**src/rtl/tts_pkg.sv**
```systemverilog
`timescale 1ns / 1ps
`default_nettype none

package tts_pkg;

   localparam int SLOTS       = 8;
   localparam int SLOT_W      = (SLOTS > 1) ? $clog2(SLOTS) : 1;
   localparam int MAX_RESULTS = 8;
   localparam int CNT_W       = $clog2(MAX_RESULTS + 1);

   typedef enum logic [1:0] {
      OP_ADD      = 2'd0,
      OP_DELETE   = 2'd1,
      OP_TICK     = 2'd2,
      OP_DISPATCH = 2'd3
   } op_type;

   typedef enum logic [1:0] {
      ST_OK    = 2'd0,
      ST_FULL  = 2'd1,
      ST_RANGE = 2'd2,
      ST_NONE  = 2'd3
   } status_type;

   typedef struct packed {
      logic [1:0]  operation;
      logic [7:0]  task_tag;
      logic [15:0] first_delay;
      logic [15:0] repeat_period;
      logic [2:0]  slot_index;
   } req_type;

   typedef struct packed {
      logic [2:0] result_slot;
      logic [7:0] result_tag;
      logic [1:0] status;
      logic       last;
   } rsp_type;

   typedef struct packed {
      logic        valid;
      logic [7:0]  tag;
      logic [15:0] delay;
      logic [15:0] period;
      logic [7:0]  pending;
   } slot_rec_type;

   typedef struct packed {
      logic [1:0]        operation;
      logic [7:0]        task_tag;
      logic [15:0]       first_delay;
      logic [15:0]       repeat_period;
      logic [2:0]        slot_index;
      logic [SLOT_W-1:0] slot;
      logic              found;
      logic              room;
   } head_ctl_type;

   typedef struct packed {
      logic emit;
      logic place;
   } head_flag_type;

   function automatic logic [2:0] slot_to_result(input logic [SLOT_W-1:0] slot);
      logic [31:0] wide;
      wide = 32'(slot);
      return wide[2:0];
   endfunction

endpackage

`default_nettype wire

```
**src/rtl/tts_cell.sv**
```systemverilog
`timescale 1ns / 1ps
`default_nettype none

module tts_cell (
   input  wire                   clock,
   input  wire                   reset,
   input  wire                   shift,
   input  tts_pkg::slot_rec_type rec_in,
   output tts_pkg::slot_rec_type rec_out
);

   tts_pkg::slot_rec_type rec_ff;
   tts_pkg::slot_rec_type rec_in_mux;

   always_comb begin
      rec_in_mux = shift ? rec_in : rec_ff;
   end

   always_ff @(posedge clock) begin
      if (reset) begin
         rec_ff <= '0;
      end else begin
         rec_ff <= rec_in_mux;
      end
   end

   assign rec_out = rec_ff;

endmodule

`default_nettype wire

```
**src/rtl/tts_head.sv**
```systemverilog
`timescale 1ns / 1ps
`default_nettype none

module tts_head (
   input  tts_pkg::head_ctl_type  ctl,
   input  tts_pkg::slot_rec_type  rec_in,
   output tts_pkg::slot_rec_type  rec_out,
   output tts_pkg::head_flag_type flags
);

   logic del_hit;

   assign del_hit = (32'(ctl.slot_index) == 32'(ctl.slot));

   always_comb begin
      rec_out     = rec_in;
      flags.emit  = 1'b0;
      flags.place = 1'b0;
      unique case (tts_pkg::op_type'(ctl.operation))
         tts_pkg::OP_ADD: begin
            if (!ctl.found && !rec_in.valid) begin
               rec_out.valid   = 1'b1;
               rec_out.tag     = ctl.task_tag;
               rec_out.delay   = ctl.first_delay;
               rec_out.period  = ctl.repeat_period;
               rec_out.pending = 8'd0;
               flags.place     = 1'b1;
            end
         end
         tts_pkg::OP_DELETE: begin
            if (del_hit) begin
               rec_out = '0;
            end
         end
         tts_pkg::OP_TICK: begin
            if (rec_in.valid) begin
               if (rec_in.delay == 16'd0) begin
                  if (rec_in.pending != 8'hFF) begin
                     rec_out.pending = rec_in.pending + 8'd1;
                  end
                  if (rec_in.period != 16'd0) begin
                     rec_out.delay = rec_in.period - 16'd1;
                  end
               end else begin
                  rec_out.delay = rec_in.delay - 16'd1;
               end
            end
         end
         tts_pkg::OP_DISPATCH: begin
            if (rec_in.valid && rec_in.pending != 8'd0 && ctl.room) begin
               flags.emit      = 1'b1;
               rec_out.pending = rec_in.pending - 8'd1;
               if (rec_in.period == 16'd0) begin
                  rec_out = '0;
               end
            end
         end
         default: begin
            rec_out = rec_in;
         end
      endcase
   end

endmodule

`default_nettype wire

```
**src/rtl/tick_task_scheduler.sv**
```systemverilog
// Channel  | Ports                          | Transaction
// request  | req_valid, req_stall, req_data | one command: add, delete, tick, dispatch
// response | rsp_valid, rsp_stall, rsp_data | one result, last marks the final one
//
// Every command rotates the ring of SLOTS slot cells once through the head unit,
// one slot per cycle while a dispatch is not held by a stalled response register;
// the input stays stalled after the accepting cycle until the command ends.
// A dispatch walk and the final result wait while the response register is full and stalled.
// Reset is synchronous and empties the table; no clearing pass is needed.
// A new command is taken while the previous final result still waits in rsp.
`timescale 1ns / 1ps
`default_nettype none

module tick_task_scheduler (
   input  wire              clock,
   input  wire              reset,
   input  wire              req_valid,
   output logic             req_stall,
   input  tts_pkg::req_type req_data,
   output logic             rsp_valid,
   input  wire              rsp_stall,
   output tts_pkg::rsp_type rsp_data
);

   typedef enum logic [2:0] {
      S_IDLE = 3'b001,
      S_WALK = 3'b010,
      S_DONE = 3'b100
   } state_type;

   state_type                  state_ff, state_in;
   tts_pkg::req_type           req_ff, req_in;
   logic [tts_pkg::SLOT_W-1:0] slot_ff, slot_in;
   logic                       found_ff, found_in;
   logic [2:0]                 found_slot_ff, found_slot_in;
   logic [tts_pkg::CNT_W-1:0]  count_ff, count_in;
   logic                       held_valid_ff, held_valid_in;
   logic [2:0]                 held_slot_ff, held_slot_in;
   logic [7:0]                 held_tag_ff, held_tag_in;
   logic                       rsp_valid_ff, rsp_valid_in;
   tts_pkg::rsp_type           rsp_data_ff, rsp_data_in;

   logic                   out_free;
   logic                   accept;
   logic                   step;
   logic                   rsp_load;
   logic                   in_range;
   tts_pkg::head_ctl_type  head_ctl;
   tts_pkg::head_flag_type head_flags;
   tts_pkg::slot_rec_type  head_rec;
   tts_pkg::slot_rec_type  cell_rec [tts_pkg::SLOTS];

   assign out_free  = !rsp_valid_ff || !rsp_stall;
   assign req_stall = (state_ff != S_IDLE);
   assign accept    = req_valid && (state_ff == S_IDLE);
   assign step      = (state_ff == S_WALK)
                      && ((req_ff.operation != tts_pkg::OP_DISPATCH) || out_free);
   assign in_range  = ({29'd0, req_ff.slot_index} < 32'(tts_pkg::SLOTS));

   always_comb begin
      head_ctl.operation     = req_ff.operation;
      head_ctl.task_tag      = req_ff.task_tag;
      head_ctl.first_delay   = req_ff.first_delay;
      head_ctl.repeat_period = req_ff.repeat_period;
      head_ctl.slot_index    = req_ff.slot_index;
      head_ctl.slot          = slot_ff;
      head_ctl.found         = found_ff;
      head_ctl.room          = (count_ff < tts_pkg::CNT_W'(tts_pkg::MAX_RESULTS));
   end

   tts_head u_head (
      .ctl     (head_ctl),
      .rec_in  (cell_rec[0]),
      .rec_out (head_rec),
      .flags   (head_flags)
   );

   for (genvar i = 0; i < tts_pkg::SLOTS; i++) begin : g_cell
      if (i == tts_pkg::SLOTS - 1) begin : g_tail
         tts_cell u_cell (
            .clock   (clock),
            .reset   (reset),
            .shift   (step),
            .rec_in  (head_rec),
            .rec_out (cell_rec[i])
         );
      end else begin : g_body
         tts_cell u_cell (
            .clock   (clock),
            .reset   (reset),
            .shift   (step),
            .rec_in  (cell_rec[i+1]),
            .rec_out (cell_rec[i])
         );
      end
   end

   always_comb begin
      state_in      = state_ff;
      req_in        = req_ff;
      slot_in       = slot_ff;
      found_in      = found_ff;
      found_slot_in = found_slot_ff;
      count_in      = count_ff;
      held_valid_in = held_valid_ff;
      held_slot_in  = held_slot_ff;
      held_tag_in   = held_tag_ff;
      rsp_load      = 1'b0;
      rsp_data_in   = rsp_data_ff;

      unique case (state_ff)
         S_IDLE: begin
            if (accept) begin
               state_in      = S_WALK;
               req_in        = req_data;
               slot_in       = '0;
               found_in      = 1'b0;
               count_in      = '0;
               held_valid_in = 1'b0;
            end
         end
         S_WALK: begin
            if (step) begin
               slot_in = slot_ff + tts_pkg::SLOT_W'(1);
               if (head_flags.place) begin
                  found_in      = 1'b1;
                  found_slot_in = tts_pkg::slot_to_result(slot_ff);
               end
               if (head_flags.emit) begin
                  count_in      = count_ff + tts_pkg::CNT_W'(1);
                  held_valid_in = 1'b1;
                  held_slot_in  = tts_pkg::slot_to_result(slot_ff);
                  held_tag_in   = cell_rec[0].tag;
                  if (held_valid_ff) begin
                     rsp_load                = 1'b1;
                     rsp_data_in.result_slot = held_slot_ff;
                     rsp_data_in.result_tag  = held_tag_ff;
                     rsp_data_in.status      = tts_pkg::ST_OK;
                     rsp_data_in.last        = 1'b0;
                  end
               end
               if (slot_ff == tts_pkg::SLOT_W'(tts_pkg::SLOTS - 1)) begin
                  state_in = S_DONE;
               end
            end
         end
         S_DONE: begin
            if (req_ff.operation == tts_pkg::OP_TICK) begin
               state_in = S_IDLE;
            end else if (out_free) begin
               state_in                = S_IDLE;
               rsp_load                = 1'b1;
               rsp_data_in.result_tag  = 8'd0;
               rsp_data_in.last        = 1'b1;
               unique case (tts_pkg::op_type'(req_ff.operation))
                  tts_pkg::OP_ADD: begin
                     rsp_data_in.result_slot = found_ff ? found_slot_ff : 3'd0;
                     rsp_data_in.status      = found_ff ? tts_pkg::ST_OK : tts_pkg::ST_FULL;
                  end
                  tts_pkg::OP_DELETE: begin
                     rsp_data_in.result_slot = req_ff.slot_index;
                     rsp_data_in.status      = in_range ? tts_pkg::ST_OK : tts_pkg::ST_RANGE;
                  end
                  tts_pkg::OP_DISPATCH: begin
                     if (held_valid_ff) begin
                        rsp_data_in.result_slot = held_slot_ff;
                        rsp_data_in.result_tag  = held_tag_ff;
                        rsp_data_in.status      = tts_pkg::ST_OK;
                     end else begin
                        rsp_data_in.result_slot = 3'd0;
                        rsp_data_in.status      = tts_pkg::ST_NONE;
                     end
                     held_valid_in = 1'b0;
                  end
                  default: begin
                     rsp_data_in.result_slot = 3'd0;
                     rsp_data_in.status      = tts_pkg::ST_NONE;
                  end
               endcase
            end
         end
         default: begin
            state_in = S_IDLE;
         end
      endcase

      if (rsp_load) begin
         rsp_valid_in = 1'b1;
      end else if (!rsp_stall) begin
         rsp_valid_in = 1'b0;
      end else begin
         rsp_valid_in = rsp_valid_ff;
      end
   end

   always_ff @(posedge clock) begin
      if (reset) begin
         state_ff      <= S_IDLE;
         found_ff      <= 1'b0;
         count_ff      <= '0;
         held_valid_ff <= 1'b0;
         rsp_valid_ff  <= 1'b0;
         slot_ff       <= '0;
      end else begin
         state_ff      <= state_in;
         found_ff      <= found_in;
         count_ff      <= count_in;
         held_valid_ff <= held_valid_in;
         rsp_valid_ff  <= rsp_valid_in;
         slot_ff       <= slot_in;
      end
   end

   always_ff @(posedge clock) begin
      req_ff        <= req_in;
      found_slot_ff <= found_slot_in;
      held_slot_ff  <= held_slot_in;
      held_tag_ff   <= held_tag_in;
      rsp_data_ff   <= rsp_data_in;
   end

   assign rsp_valid = rsp_valid_ff;
   assign rsp_data  = rsp_data_ff;

`ifndef SYNTHESIS
   a_walk_pause_only_dispatch: assert property (@(posedge clock) disable iff (reset)
      (state_ff == S_WALK && !step) |-> (req_ff.operation == tts_pkg::OP_DISPATCH))
      else $error("Walk paused outside a dispatch.");

   a_held_only_dispatch: assert property (@(posedge clock) disable iff (reset)
      held_valid_ff |-> (req_ff.operation == tts_pkg::OP_DISPATCH && state_ff != S_IDLE))
      else $error("Held result outside a dispatch.");

   a_last_ends_command: assert property (@(posedge clock) disable iff (reset)
      (rsp_load && rsp_data_in.last) |=> (state_ff == S_IDLE))
      else $error("Final result loaded but command not finished.");

   a_count_bound: assert property (@(posedge clock) disable iff (reset)
      count_ff <= tts_pkg::CNT_W'(tts_pkg::MAX_RESULTS))
      else $error("Dispatch produced too many results.");

   a_no_load_over_stalled: assert property (@(posedge clock) disable iff (reset)
      rsp_load |-> out_free)
      else $error("Response register overwritten while stalled.");
`endif

endmodule

`default_nettype wire
```
**config.mk**
```make
export PLATFORM = sky130hd
export DESIGN_NAME = tick_task_scheduler
export DESIGN_NICKNAME = d
export VERILOG_FILES = /design/src/rtl/tts_pkg.sv /design/src/rtl/tts_cell.sv /design/src/rtl/tts_head.sv /design/src/rtl/tick_task_scheduler.sv
export SDC_FILE = /design/constraint.sdc
export NUM_CORES = 1
export LEC_CHECK = 0
export CORE_ASPECT_RATIO = 0.5
export CORE_MARGIN = 1.5
export CORE_UTILIZATION = 30
export CTS_CLUSTER_DIAMETER = 80
export CTS_CLUSTER_SIZE = 40
export DETAILED_ROUTE_END_ITERATION = 6
export DONT_BUFFER_PORTS = 1
export PLACE_DENSITY = 0.48
export SYNTH_ARGS = -nofsm -noshare
export SYNTH_HDL_FRONTEND = slang
export SYNTH_SLANG_ARGS = --single-unit
export TNS_END_PERCENT = 50
```
**constraint.sdc**
```tcl
create_clock -name clock -period 4.12 [get_ports clock]
set_input_delay 0.206 -clock clock [delete_from_list [all_inputs] [get_ports clock]]
set_output_delay 0.206 -clock clock [all_outputs]
set_load 0.1 [all_outputs]
```
==> results.toml, run 1 <==
[setup_path]
timing.rr.start = "g_cell[0].g_body.u_cell.rec_out[18]"
cp-end-kind = "register"
critPathLaunchType = "register"
reg2reg_slack_ps = 600
critPathKind = "register to register"
crit_end = "g_cell[7].g_tail.u_cell.rec_out[47]"
timing.rr.end = "g_cell[7].g_tail.u_cell.rec_out[47]"
crit_path_max_fanout = 24
required_ps = 4600
reg2regPathDepth = 7
cp.arrival_ps = 4000
crit_path_start = "g_cell[0].g_body.u_cell.rec_out[18]"

[placed_design]
numPortBuffers = 0
dpl.hpwl_um = 27400
gp_congestion = 0.835

[synth]
ys_seq_elements = 478
async_flop_share_pct = 0
ys_seq_area_share_pct = 55.0
synth-edff-count = 73
synthFlopType = "dfxtp_1"
synth_cell_types = 74
syn_area_um2 = 18700
synth_nets = 2267
netlist_instances = 2209
syn_avg_cell_area_um2 = 8.48
yosysWarnings = 0

[cts]
cts.repair.resized = 0
cts-htree-levels = 1
clockBufferDepth = 3
clkTransAtPathRegs_ps = 150
cts-root-buf = "clkbuf_16"
clock-sinks = 478
clkLatencyLatePin_ps = 570
tritoncts = "built"
numCtsBuffers = 17

[drt]
first_pass_iters = 7
totalWireLength_um = 47300
ant_nets = 0
initialDrtViolationCount = 1164
vias = 15100
drc = 2
viasPerCell = 4.79
avgRoutedWirePerCell_um = 15.0

[final_layout]
layout.nets = 2372
syn_to_final_growth_pct = 18.9
drive_above_1_share_pct = 4.04
n_antenna_cell = 0
fin_util_pct = 36.3

[global_routing]
track_usage_pct = 14.3
grt_pass1_wl_um = 76400
antenna_found_initial = 0
grt_pass1_vias = 13800
grt.overflow.total = 0
grt_max_degree = 228

[timing]
hold_viol = 0
rsz0062_at_grt = "false"
finalSetupViolations = 0
period_share_pct = 85.4
clock_skew_ps = 49.1
slew_violations = 0
period_needed_ps = 3520
worstMarginPinSlew_ps = 1030
clock.fmax_ghz = 0.284
finalSetupTns_ps = 0
slew_headroom_pct = 31.6

[power]
p_leak_nw = 7.69
ir_drop_mv = 0.253
power_density_nw_per_um2 = 346

[die]
ioPinCount = 65
dieArea_um2 = 64100
die_h_um = 180
initial_core_util_pct = 30.5
core_area_um2 = 61400
placementRows = 64
fp.dieW_um = 356

[hold_path]
min_from = "rsp_stall"
min_path_type = "primary input to register"

[outcome]
violations = "design-rule violations"
status = "finished with violations"

[run]
cap_violations = 0
## cell usage after synthesis (10+ instances only)
library cell,count,area (µm²)
mux2i_1,12,120
a21oi_1,369,1850
a221oi_1,10,87.6
nand2_1,724,2720
nor2_1,84,315
buf_2,10,50.1
a31oi_1,14,87.6
clkbuf_1,151,567
edfxtp_1,73,2190
nand4_1,10,62.6
dfxtp_1,405,8110
xnor2_1,13,114
inv_1,16,60.1
xor2_1,11,96.3
nand3_1,25,125
and2_1,14,87.6
nor3_1,45,225
o21ai_0,30,150
a211oi_1,19,143
a221oi_2,18,270
## per-layer routing
layer / routed length, µm / share of wire (%) / GRT usage, % / vias to the layer above
met5: 0 / 0 / 0 / -
li1: - / - / - / 7679
met3: 1860 / 3.9 / 1.94 / 29
met2: 20300 / 43 / 21.6 / 218
met1: 24500 / 52 / 22.0 / 7164
met4: 580 / 1.2 / 2.09 / 0
## worst max-delay path: stages (launching register included)
cell and delay, ps:
dfxtp_1 410, nor4_1 680, and4_1 820, nand3_2 140
a21o_4 410, a221oi_1 310, nor3_1 80, dlygate4sd3_1 550
## sequential cells by signal, summed over array words and instances, names as in the netlist, 4 cells and up
register / cells
g_cell.g_tail.u_cell.rec_out: 49
g_cell.g_body.u_cell.rec_out: 343
head_ctl: 45
count_ff: 4
held_tag_ff: 8
rsp_data: 14
## worst min-delay path by stage
stage,cells past startpoint,slack (ps),to
2_1_floorplan,0,300,head_ctl[10]
3_3_place_gp,0,300,head_ctl[27]
5_1_grt,2,80,rsp_data[7]
6_report,2,100,rsp_data[7]
4_1_cts,2,90,rsp_data[0]
3_5_place_dp,0,300,head_ctl[18]
## timing repair
action                                 in CTS  in global routing
hold buffers                              229                  0
setup buffers                               0                  0
endpoints found under the hold margin     450                  0
## through the flow
stage | power (mW) | cells | hold WS, ps | setup WS (ps) | area, µm²
2_1_floorplan | 5.22 | 2209 | 305 | 1090 | 18700
5_1_grt | 7.99 | 3149 | 85.0 | 327 | 22300
4_1_cts | 7.80 | 3149 | 89.3 | 637 | 22300
6_report | 7.70 | 3149 | 102 | 603 | 22300
3_5_place_dp | 5.29 | 2891 | 305 | 1190 | 19400
3_3_place_gp | 5.29 | 2891 | 305 | 1240 | 19400
## area by class of cell
cell class,instances,area (µm²)
multi-input combinational,1544,7710
sequential,478,10300
timing repair buffer,257,2590
clock buffer,22,454
clock inverter,7,121
fill,6356,39100
inverter,16,60.1
tap,825,1030
## power by group
group | total (mW) | internal (mW) | switching [mW]
clock network | 2.43 | 0.904 | 1.53
registers | 4.86 | 4.80 | 0.0524
logic | 0.410 | 0.123 | 0.287
## cells by family (layout without fill, tap and decap cells)
| group | count (synthesis) | after routing | synth area share (%) |
|---|---|---|---|
| AOI/OAI and AO/OA | 531 | 531 | 17.0 |
| xor gates and xnor gates | 24 | 24 | 1.12 |
| adders and majority gates | 9 | 9 | 0.601 |
| buffers and inverters | 187 | 302 | 3.97 |
| DFF | 478 | 478 | 55.0 |
| muxes | 15 | 15 | 0.821 |
| and+or+nand+nor | 965 | 965 | 21.5 |
## layout by cell type (no fill, tap or decap), types with 4 or more instances in the layout
cell type        n
a211o_1          5
a22oi_1          7
nand2_1        723
o21ai_0         30
xnor2_1         13
a21o_1           4
and3_1           4
a311oi_1         9
nor2b_1          7
o31ai_1          7
nor4_1           8
xor2_1          11
clkbuf_16       17
nand3b_1         5
nor2_1          83
nand4b_1         6
mux2i_1         12
nand3_1         25
inv_1           15
dfxtp_1        405
a21oi_1        369
and2_1          13
o211ai_1         6
dlygate4sd3_1  228
a221oi_2        18
nor3b_1          8
a31oi_1         14
a211oi_1        19
nor3_1          45
buf_4           22
clkbuf_1         4
buf_12           6
edfxtp_1        73
ha_1             9
a221oi_1        10
nand4_1         10
and4_1           4
(Power assumes the default switching activity.)
==> run 2: changes to the inputs <==
PLACE_DENSITY = default   (was 0.48)
PLACE_DENSITY_LB_ADDON = 0.12   (was default)
==> run 2 against run 1 <==
  * The run still ends with design-rule violations left
  * Flip-flop and latch count is the same
  * Combinational power grew 5.1%
  * Register-to-register slack gained 40 ps
  * Maximum frequency grew 1.2%
  * Global-route usage grew 1.3 points
  * Worst setup slack gained 42 ps
  * Clock skew shrank 24 ps
  * Wire length grew 7.6%
  * Hold slack lost 16 ps
  * Via count grew 0.46%
==> results.toml, run 2 (same netlist as run 1, synthesis figures left out) <==
[drt]
drc = 3
avgRoutedWirePerCell_um = 16.1
ant_nets = 0
initialDrtViolationCount = 1266
totalWireLength_um = 50900
first_pass_iters = 7
viasPerCell = 4.80
vias = 15200

[timing]
worstMarginPinSlew_ps = 1160
period_share_pct = 84.3
hold_viol = 0
hold-worst-slack_ps = 86.3
clock_skew_ps = 25.0
final.setup.worst_slack_ps = 645
rsz0062_at_grt = "false"
slew_headroom_pct = 22.5
period_needed_ps = 3480
finalSetupTns_ps = 0
clock.fmax_ghz = 0.288
slew_violations = 0
finalSetupViolations = 0

[die]
die_h_um = 180
initial_core_util_pct = 30.5
dieArea_um2 = 64100
placementRows = 64
ioPinCount = 65
core_area_um2 = 61400
fp.dieW_um = 356

[setup_path]
critPathKind = "register to register"
cpLargestDelayFamily = "simple AND/OR/NAND/NOR gates"
required_ps = 4590
critPathLaunchType = "register"
timing.rr.start = "g_cell[0].g_body.u_cell.rec_out[18]"
path_depth = 7
timing.rr.end = "g_cell[7].g_tail.u_cell.rec_out[23]"
crit_path_max_fanout = 24
reg2reg_slack_ps = 640
path_cells = "nor4_1 -> and4_1 -> nand3_2 -> a21o_4 -> a221oi_1 -> nor3_1 -> dlygate4sd3_1"
cp-end-kind = "register"
cp_slowest_cell = "and4_1"
reg2regPathDepth = 7
path_buf_inv = 1
critPathMaxStageDelay_ps = 820
crit_end = "g_cell[7].g_tail.u_cell.rec_out[23]"
cp.arrival_ps = 3950
crit_path_start = "g_cell[0].g_body.u_cell.rec_out[18]"

[placed_design]
dpl.hpwl_um = 29600
gp_congestion = 0.860
place_area_um2 = 19400
pre_cts_ws_ps = 1230
numPortBuffers = 0

[power]
finalPower_mw = 7.91
switching_share_pct = 25.0
ir_drop_mv = 0.237
internal_power_mw = 5.94
combPwrFrac_pct = 5.4
sequentialPowerShare_pct = 61.4
clkPwrFrac_pct = 33.2
p_leak_nw = 7.76
switchingPower_mw = 1.98
power_density_nw_per_um2 = 353

[final_layout]
largest_reg_flops = 343
drive_above_1_share_pct = 4.50
seqCellArea_um2 = 10300
n_antenna_cell = 0
multi_input_area_um2 = 7710
syn_to_final_growth_pct = 19.7
layout_common_cells = "nand2_1 (723), dfxtp_1 (405), a21oi_1 (369)"
final_area_um2 = 22400
fill_cells = 6379
final_common_cell = "nand2_1"
layout.nets = 2380

[hold_path]
min_delay_path_depth = 2
min_path_type = "primary input to register"

[global_routing]
antenna_found_initial = 0
grt.overflow.total = 0
grt_pass1_vias = 14300
grt_max_degree = 227
grt_pass1_wl_um = 81900
track_usage_pct = 15.6

[outcome]
status = "finished with violations"
violations = "design-rule violations"

[cts]
cts-htree-levels = 1
hold_buffers = 230
clock-sinks = 478
clkLatencyLatePin_ps = 580
cts.repair.resized = 0
post_cts_buffers = 0
clockBufferDepth = 3
tritoncts = "built"
cts-root-buf = "clkbuf_16"
numCtsBuffers = 18
clkTransAtPathRegs_ps = 140

[run]
cap_violations = 0
==> run 2: worst min-delay path by stage <==
| stage | from | endpoint | slack (ps) |
|---|---|---|---|
| 2_1_floorplan | req_data[5] | head_ctl[10] | 300 |
| 3_3_place_gp | req_data[18] | head_ctl[23] | 300 |
| 3_5_place_dp | req_data[22] | head_ctl[27] | 300 |
| 4_1_cts | rsp_stall | rsp_data[7] | 60 |
| 5_1_grt | rsp_stall | rsp_data[5] | 70 |
| 6_report | rsp_stall | rsp_data[5] | 90 |
==> run 2: power by group through the flow <==
stage               Sequential [mW]  Clock [mW]  Combinational [mW]
global placement               4.96           0               0.344
global route                   4.87        2.90               0.474
floorplan                      4.93           0               0.291
finish                         4.86        2.63               0.431
detailed placement             4.96           0               0.343
CTS                            4.86        2.76               0.438
==> run 2: routing by layer <==
layer | routed length, µm | vias to the layer above | GRT usage, %
met5 | 0 | - | 0
met4 | 622 | 0 | 2.35
met3 | 1760 | 32 | 2.08
met2 | 20900 | 193 | 22.0
met1 | 27600 | 7224 | 25.1
li1 | - | 7711 | -
==> run 2: layout make-up <==
cell class                      instances  area share, %
Sequential cell                       478           45.9
Tap cell                              825           4.60
Inverter                               16          0.268
Clock inverter                         10          0.736
Multi-Input combinational cell       1544           34.4
Clock buffer                           22           2.21
Timing Repair Buffer                  264           11.9
==> run 2: per-stage QoR <==
stage | instances | util, %
4_1_cts | 3159 | 36.5
3_5_place_dp | 2897 | 31.7
5_1_grt | 3159 | 36.5
3_3_place_gp | 2897 | 31.7
6_report | 3159 | 36.5
2_1_floorplan | 2209 | -
==> run 3: changes to the inputs <==
ABC_AREA = 1   (was default)
clock period = 3 ns   (was 4.12 ns; I/O delays follow)
==> run 3 against run 2 <==
  * Clock-buffer cell count increased by 2
  * Highest routed layer unchanged
  * Synthesized cell count grew 9.3%
  * Wire length shrank 0.14%
  * Flip-flop and latch count unchanged
  * Largest power group unchanged
  * First-iteration DRC count down 13%
  * Area after synthesis grew 1.8%
  * Cell count grew 2.1%
  * Via count decreased by 0.52%
  * The flow now finishes without violations
  * Worst setup slack worse by 380 ps
  * Hold slack better by 94 ps
==> results.toml, run 3 <==
[final_layout]
syn_to_final_growth_pct = 10.9
fin_util_pct = 33.6
layout.nets = 2434
seqCellArea_um2 = 10300
final_area_um2 = 21200
fill_cells = 6803
final_common_cell = "nor2_1"
multi_input_area_um2 = 7680
drive_above_1_share_pct = 5.15
layout_common_cells = "nor2_1 (698), dfxtp_1 (405), o21ai_0 (394)"
largest_reg_flops = 343

[timing]
slew_violations = 0
worstMarginPinSlew_ps = 910
period_needed_ps = 2730
clock.fmax_ghz = 0.366
hold_viol = 0
slew_headroom_pct = 39.4
clock_skew_ps = 51.1
rsz0062_at_grt = "false"
finalSetupViolations = 0
period_share_pct = 91.2

[synth]
muxShareOfSynthArea_pct = 0
async_flop_share_pct = 0
yosysWarnings = 0
synthFlopType = "dfxtp_1"
netlist_instances = 2415
synth_top_family_by_area = "simple AND/OR/NAND/NOR gates"
ys_top_cells_by_count = "nor2_1 (699), dfxtp_1 (405), o21ai_0 (395)"
synth_cell_types = 44
synth_nets = 2473
synth_top_area_share_pct = 42.5
synth_top_cell_by_area = "dfxtp_1"
ys_seq_area_share_pct = 54.0
ys_seq_elements = 478
synthAdderAreaFrac_pct = 0.590
synth-compound-area-share_pct = 15.9
synth-edff-count = 73
syn_area_um2 = 19100
synth_most_common_cell = "nor2_1"
synth_area_leaders = "dfxtp_1 (43%), nor2_1 (14%), edfxtp_1 (11%)"
synth_simple_gate_area_share_pct = 22.7
synth_xor_xnor_area_share_pct = 0.918
syn_avg_cell_area_um2 = 7.90

[global_routing]
grt_pass1_wl_um = 80700
antenna_found_initial = 0
grt_max_degree = 121
grt.overflow.total = 0
track_usage_pct = 15.2
grt_pass1_vias = 13800

[power]
p_leak_nw = 7.99
sequentialPowerShare_pct = 55.4
combPwrFrac_pct = 16.7
clkPwrFrac_pct = 27.9
finalPower_mw = 12.9
switchingPower_mw = 3.92
switching_share_pct = 30.5
ir_drop_mv = 0.348
power_density_nw_per_um2 = 607
internal_power_mw = 8.94

[drt]
viasPerCell = 4.67
avgRoutedWirePerCell_um = 15.7
initialDrtViolationCount = 1099
totalWireLength_um = 50800
vias = 15100
drc = 0
first_pass_iters = 7
ant_nets = 0

[cts]
numCtsBuffers = 18
clkLatencyLatePin_ps = 580
clock-sinks = 478
clockBufferDepth = 3
tritoncts = "built"
cts-htree-levels = 1
cts-root-buf = "clkbuf_16"
clkTransAtPathRegs_ps = 140

[setup_path]
critPathKind = "register to register"
critPathLaunchType = "register"
crit_path_frequent_cell = "nand2_1"
path_cells = "inv_1 -> ha_1 -> nand3_1 -> o21ai_2 -> nand2_1 -> nand2_1 -> inv_2 -> nand2_4 -> nor2_8 -> o21bai_1 -> nand2_1 -> a21oi_1 -> dlygate4sd3_1"
cp_slowest_cell = "dlygate4sd3_1"
required_ps = 3520
critPathMaxStageDelay_ps = 550
cp-end-kind = "register"
cp.arrival_ps = 3260
crit_path_max_fanout = 11

[die]
ioPinCount = 65
die_h_um = 181
core_area_um2 = 62900
initial_core_util_pct = 30.3
placementRows = 65
fp.dieW_um = 360
dieArea_um2 = 65200

[hold_path]
min_path_type = "primary input to register"

[placed_design]
place_area_um2 = 20000
numPortBuffers = 0
gp_congestion = 0.876
dpl.hpwl_um = 32800

[run]
cap_violations = 0

[outcome]
status = "completed"
run 3: area by class of cell:
cell class                 count  area share [%]
antenna                        1          0.0118
sequential                   478            48.7
inverter                     117            2.15
multi-input combinational   1666            36.3
timing repair buffer          95            4.78
clock inverter                 8           0.650
tap                          837            4.95
clock buffer                  24            2.48
run 3: critical path, delay by kind of cell (launching register included):
| kind | cells | cell delay [ps] |
|---|---|---|
| compound gates | 3 | 710 |
| fa+ha+maj | 1 | 170 |
| buf+inv | 3 | 760 |
| flops | 1 | 390 |
| simple gates | 6 | 640 |
run 3: what timing repair did:
| item | 4_1_cts | 5_1_grt |
|---|---|---|
| hold endpoints to repair | 116 | 0 |
| buffers inserted | 0 | 3 |
| hold buffers | 50 | 0 |
| setup endpoints to repair | 0 | 1 |
| gates resized for setup | 0 | 0 |
run 3: power by group through the flow:
| stage | Combinational (mW) | Sequential (mW) | Clock [mW] |
|---|---|---|---|
| 2_1_floorplan | 1.55 | 7.17 | 0 |
| 3_3_place_gp | 2.09 | 7.27 | 0 |
| 3_5_place_dp | 2.08 | 7.27 | 0 |
| 4_1_cts | 2.15 | 7.13 | 3.72 |
| 5_1_grt | 2.44 | 7.18 | 3.93 |
| 6_report | 2.15 | 7.12 | 3.58 |
run 3: path summary, 6_finish.rpt:
kind | from | end | slack [ps] | depth (start not counted)
worst min-delay path | req_data[23] | head_ctl[28] | 180 | 1
worst max-delay path | g_cell[0].g_body.u_cell.rec_out[0] | g_cell[7].g_tail.u_cell.rec_out[13] | 270 | 13
worst max register to register | g_cell[0].g_body.u_cell.rec_out[0] | g_cell[7].g_tail.u_cell.rec_out[13] | 270 | 13
worst min register to register | g_cell[7].g_tail.u_cell.rec_out[34] | g_cell[6].g_body.u_cell.rec_out[34] | 460 | 2
run 3: layer usage:
metal / up-vias / share of wire, % / global-route usage, %
met5: - / 0 / 0
met4: 0 / 1.6 / 2.64
met3: 38 / 3.0 / 1.65
met2: 204 / 39 / 21.3
met1: 7040 / 56 / 24.8
li1: 7799 / - / -
run 3: stage by stage:
stage                     cells  setup TNS (ps)  setup WS, ps  hold slack, ps
after floorplan            2415            -109         -7.81             249
after global placement     3140               0           655             239
after detailed placement   3140               0           622             237
after CTS                  3222               0           121             160
after global routing       3225               0          1.88             159
final                      3226               0           265             180
run 3: logic make-up (layout without fill, tap and decap cells):
kind of cell             Yosys count  in the layout
adder cells (fa/ha/maj)            9              9
AO/OA/AOI/OAI                    582            582
other                              0              1
flip-flops                       478            478
XOR/XNOR                          20             20
AND/OR/NAND/NOR                 1055           1055
buffers and inverters            271            244
